===== src/hdl/kmw_pkg.sv =====
// Shared constants, sequencer states and control bundles for the spanning tree weight block.
package kmw_pkg;

  localparam int MAX_NODES = 256;
  localparam int MAX_EDGES = 1024;

  localparam int NODE_W  = 8;
  localparam int WT_W    = 16;
  localparam int EIDX_W  = $clog2(MAX_EDGES);
  localparam int FILL_W  = EIDX_W + 1;
  localparam int SIZE_W  = $clog2(MAX_NODES) + 1;
  localparam int CNT_W   = 9;
  localparam int EDGE_W  = 2 * NODE_W + WT_W;
  localparam int ACC_W   = WT_W + FILL_W;
  localparam int TOT_W   = 24;
  localparam int TAKEN_W = 8;

  localparam int CFG_AW = 3;
  localparam int CFG_DW = 32;
  localparam logic [CFG_AW-1:0] CFG_NODE_COUNT_ADDR = 3'd0;
  localparam logic [CNT_W-1:0]  NODE_COUNT_RESET    = 9'd256;

  typedef enum logic [3:0] {
    ST_IDLE,
    ST_CLR,
    ST_SCAN_RD,
    ST_SCAN_EV,
    ST_FA_RD,
    ST_FA_EV,
    ST_FB_RD,
    ST_FB_EV,
    ST_SZ_A,
    ST_SZ_B,
    ST_SZ_M,
    ST_FINISH
  } kmw_state_t;

  typedef struct packed {
    logic load;       // store the accepted edge
    logic start;      // arm a new computation
    logic clr_step;   // write one union-find entry back to its reset value
    logic edge_eval;  // take the fetched edge, update next weight, advance
    logic next_pass;  // move to the next weight class
    logic find_step;  // follow one parent link
    logic root_a;     // keep the first root, begin on the second endpoint
    logic root_b;     // keep the second root
    logic size_sel_b; // read the size of the second root
    logic size_cap_a; // hold the size of the first root
    logic merge;      // join the two sets and count the edge
    logic finish;     // publish the result and clear for the next graph
  } kmw_cmd_t;

  typedef struct packed {
    logic at_end;
    logic edge_hit;
    logic have_nxt;
    logic root_hit;
    logic same_root;
    logic clr_last;
    logic out_full;
  } kmw_stat_t;

endpackage


===== src/hdl/kmw_ctrl.sv =====
// Sequencer for loading, weight-class scans, root finds and set merges.
module kmw_ctrl
  import kmw_pkg::*;
(
  input  logic      clk,
  input  logic      rst_n,
  input  logic      in_valid,
  input  logic      in_last_edge,
  output logic      in_stall,
  input  kmw_stat_t stat,
  output kmw_cmd_t  cmd
);

  kmw_state_t state_r, state_nxt;

  // Hold the sequencer state
  always_ff @(posedge clk) begin
    if (!rst_n) begin
      state_r <= ST_IDLE;
    end else begin
      state_r <= state_nxt;
    end
  end

  // Pick the next state and drive the datapath commands
  always_comb begin
    state_nxt = state_r;
    cmd       = '0;
    in_stall  = 1'b1;
    unique case (state_r)
      ST_IDLE: begin
        in_stall = 1'b0;
        if (in_valid) begin
          cmd.load = 1'b1;
          if (in_last_edge) begin
            cmd.start = 1'b1;
            state_nxt = ST_CLR;
          end
        end
      end
      ST_CLR: begin
        cmd.clr_step = 1'b1;
        if (stat.clr_last) state_nxt = ST_SCAN_RD;
      end
      ST_SCAN_RD: begin
        if (stat.at_end) begin
          if (stat.have_nxt) begin
            cmd.next_pass = 1'b1;
          end else begin
            state_nxt = ST_FINISH;
          end
        end else begin
          state_nxt = ST_SCAN_EV;
        end
      end
      ST_SCAN_EV: begin
        cmd.edge_eval = 1'b1;
        state_nxt = stat.edge_hit ? ST_FA_RD : ST_SCAN_RD;
      end
      ST_FA_RD: state_nxt = ST_FA_EV;
      ST_FA_EV: begin
        if (stat.root_hit) begin
          cmd.root_a = 1'b1;
          state_nxt  = ST_FB_RD;
        end else begin
          cmd.find_step = 1'b1;
          state_nxt     = ST_FA_RD;
        end
      end
      ST_FB_RD: state_nxt = ST_FB_EV;
      ST_FB_EV: begin
        if (stat.root_hit) begin
          cmd.root_b = 1'b1;
          state_nxt  = stat.same_root ? ST_SCAN_RD : ST_SZ_A;
        end else begin
          cmd.find_step = 1'b1;
          state_nxt     = ST_FB_RD;
        end
      end
      ST_SZ_A: state_nxt = ST_SZ_B;
      ST_SZ_B: begin
        cmd.size_sel_b = 1'b1;
        cmd.size_cap_a = 1'b1;
        state_nxt      = ST_SZ_M;
      end
      ST_SZ_M: begin
        cmd.merge = 1'b1;
        state_nxt = ST_SCAN_RD;
      end
      ST_FINISH: begin
        if (!stat.out_full) begin
          cmd.finish = 1'b1;
          state_nxt  = ST_IDLE;
        end
      end
      default: state_nxt = ST_IDLE;
    endcase
  end

endmodule


===== config.mk =====
export PLATFORM = sky130hd
export DESIGN_NAME = kmw_ctrl
export DESIGN_NICKNAME = d
export VERILOG_FILES = /design/src/hdl/kmw_pkg.sv /design/src/hdl/kmw_ctrl.sv
export SDC_FILE = /design/constraint.sdc
export NUM_CORES = 1
export LEC_CHECK = 0
export ABC_AREA = 1
export ABC_CLOCK_PERIOD_IN_PS = 2700
export BUFFER_PORTS_ARGS = -buffer_cell sky130_fd_sc_hd__buf_2
export CELL_PAD_IN_SITES_DETAIL_PLACEMENT = 0
export CELL_PAD_IN_SITES_GLOBAL_PLACEMENT = 1
export CORE_MARGIN = 1.5
export CORE_UTILIZATION = 29
export CTS_CLUSTER_SIZE = 10
export DETAILED_ROUTE_END_ITERATION = 6
export PLACE_DENSITY_LB_ADDON = 0.1
export SYNTH_ARGS = -nofsm -noshare
export SYNTH_HDL_FRONTEND = slang
export SYNTH_SLANG_ARGS = --single-unit

===== constraint.sdc =====
create_clock -name clk -period 2.7 [get_ports clk]
set_input_delay 0.81 -clock clk [delete_from_list [all_inputs] [get_ports clk]]
set_output_delay 0.81 -clock clk [all_outputs]
set_load 0.02 [all_outputs]

==> results.cfg <==
[run_status]
status = complete, no violations

[synth]
synth-adder-area-share_pct = 0
synth_cell_types = 20
synth_compound_area_share_pct = 8.174
synth-simple-area-share_pct = 56.68
async_flop_share_pct = 0
synth_xor_area_share_pct = 0
synth.area.mux_share_pct = 0
synth_edf_count = 0
synth_cells = 80
synth_top_flop_cell = dfxtp_1
synth_area_per_cell_um2 = 5.740
synth.top_cell.area_share_pct = 17.44
ys.warnings.count = 0
synth_top_family_by_area = simple AND/OR/NAND/NOR gates
yosysTopAreaCell = dfxtp_1
synth_area_um2 = 459.2
yosysSeqAreaShare_pct = 17.44
synthTopCellsByArea = dfxtp_1 17%, nand2_1 16%, inv_1 8.2%, nor2_1 8.2%, nand2_2 5.4%
syn-num-nets = 91
ys_ff_latch = 4

[critical_path]
critPathRequiredTime_ns = 1.89
cp-start-kind = input port
worstSetupPathType = input port to primary output
path_max_fanout = 3
end_kind = primary output
critPathArrivalTime_ns = 1.31

[power_and_ir_drop]
swShare_pct = 51.56
power.internal_mw = 0.2306
p_sw_mw = 0.2455
power_frac_clock_pct = 14.8
powerDensity_nw_per_um2 = 796.1
pwr-share-comb_pct = 63.2
seqPwrFrac_pct = 22.0
max-vdd-ir-drop_uv = 459.7
p_leak_nw = 0.3619

[routing]
finalWirelength_mm = 1.059
m1WireLength_um = 506
routedWlPerCell_um = 8.825
drc = 0
via_per_inst = 4.433
drt_iter0_markers = 7
dr.pass1.iters = 4
wl_met2_um = 499
wl_met3_um = 54
top_layer = met3
vias = 532
ant_nets = 0

[global_route]
grt_max_degree = 9
grt_pass1_wl_mm = 1.635
antenna_found_initial = 0
gr-usage-all-layers_pct = 11.69
globalRoute.totalOverflow = 0
grt_pass1_vias = 440

[layout]
finalCoreUtilization_pct = 40.17
layout_commonest_cell = buf_2
largest_reg_flops = 4
final_cell_mix = 23 x buf_2, 20 x nand2_1, 10 x nor2_1, 10 x inv_1, 5 x inv_2
final_net_count = 117
drive_above_1_share_pct = 43.27
largestRegisters = state_r: 4 flops
antenna_cells = 0
multiInputGateArea_um2 = 297.8
max_flop_register = state_r
seq_area_um2 = 80.08
nFillCells = 165
syn_to_final_growth_pct = 30.25

[timing]
fin_ws_ns = 0.5848
holdWs_ns = 0.6180
timing.final.hold_violations = 0
max_slew.worst_pin.slew_ns = 0.3165
setup_tns_ns = 0
rsz0062_at_grt = false
relSlewSlack_pct = 78.87
final.setup_skew_ns = 0.0004165
fin_crit_sh_pct = 78.34
period_minus_slack_ns = 2.115
slew_viol_final = 0
setup_viol = 0
fmax_mhz = 472.8

[clock_network]
post_cts_buffers = 0
cts_buffers = 3
h-tree-depth = 1
hold_buffers = 0
clockBufferDepth = 2
clkSinkCount = 4
post_cts_resized = 0
cts_tree = built
path_clk_slew_ns = 0.04
cts-root-buf = clkbuf_4
insertion_delay_ns = 0.23

[place]
dp_hpwl_um = 894.7
gp_congestion = 0.7336
io_buffer_count = 23
dpl_worst_slack_ns = 0.5784

[floorplan]
ios = 24
die_height_um = 42.79
core_area_um2 = 1489
dieArea_um2 = 1831
initial_core_util_pct = 30.84
rows = 14
die_w_um = 42.79

[min_path]
hp-class = flip-flop to flip-flop

[flow_run]
drv_cap = 0
final timing paths:
kind / slack [ns] / from / depth (start not counted) / to
worst max-delay path: 0.58 / stat[3] / 4 / cmd[4]
worst min-delay path: 0.62 / state_r[1] / 2 / state_r[1]
worst max register to register: 1.40 / state_r[1] / 6 / state_r[1]
worst min register to register: 0.62 / state_r[1] / 2 / state_r[1]
per-layer routing:
metal / GRT usage, % / vias to the layer above
met3: 1.277 / 0
met5: 0 / -
met4: 5.625 / 0
met1: 14.83 / 224
met2: 19.39 / 15
li1: - / 293
metrics by stage:
step | area (um^2) | cells | total power, mW
CTS | 598.1 | 120 | 0.4826
finish | 598.1 | 120 | 0.4761
global placement | 575.6 | 117 | 0.4136
detailed placement | 575.6 | 117 | 0.4063
global route | 598.1 | 120 | 0.5214
floorplan | 459.2 | 80 | 0.3455
cell families after synthesis:
kind of cell / count (synthesis)
and+or+nand+nor: 51
DFF: 4
buffers and inverters: 18
AOI/OAI and AO/OA: 7
synth_stat cells (2+ instances only):
cell type   n
nand2_1    20
inv_1      10
nor2_1     10
inv_2       5
dfxtp_1     4
nand2_2     4
nor2_2      4
a21oi_1     3
nand3_1     3
nor3_1      3
o21ai_0     3
nand3_2     2
nor2_4      2
worst max-delay path, cell delays in order:
cell    delay [ns]
buf_2         0.10
inv_1         0.05
nor3_1        0.16
buf_2         0.18
power groups by stage:
stage / Clock, mW / Sequential [mW] / Combinational (mW)
3_5_place_dp: 0 / 0.105 / 0.301
5_1_grt: 0.0783 / 0.108 / 0.335
4_1_cts: 0.0753 / 0.104 / 0.303
2_1_floorplan: 0 / 0.0895 / 0.256
6_report: 0.0703 / 0.105 / 0.301
3_3_place_gp: 0 / 0.106 / 0.308
cell type report:
class | instances | area share (%)
clock buffers | 3 | 3.766
multi-input cells | 58 | 49.79
well taps | 16 | 3.347
inverters | 16 | 10.46
flip-flops and latches | 4 | 13.39
repair buffers | 23 | 19.25
No activity file was read; power rests on OpenSTA's default activity.
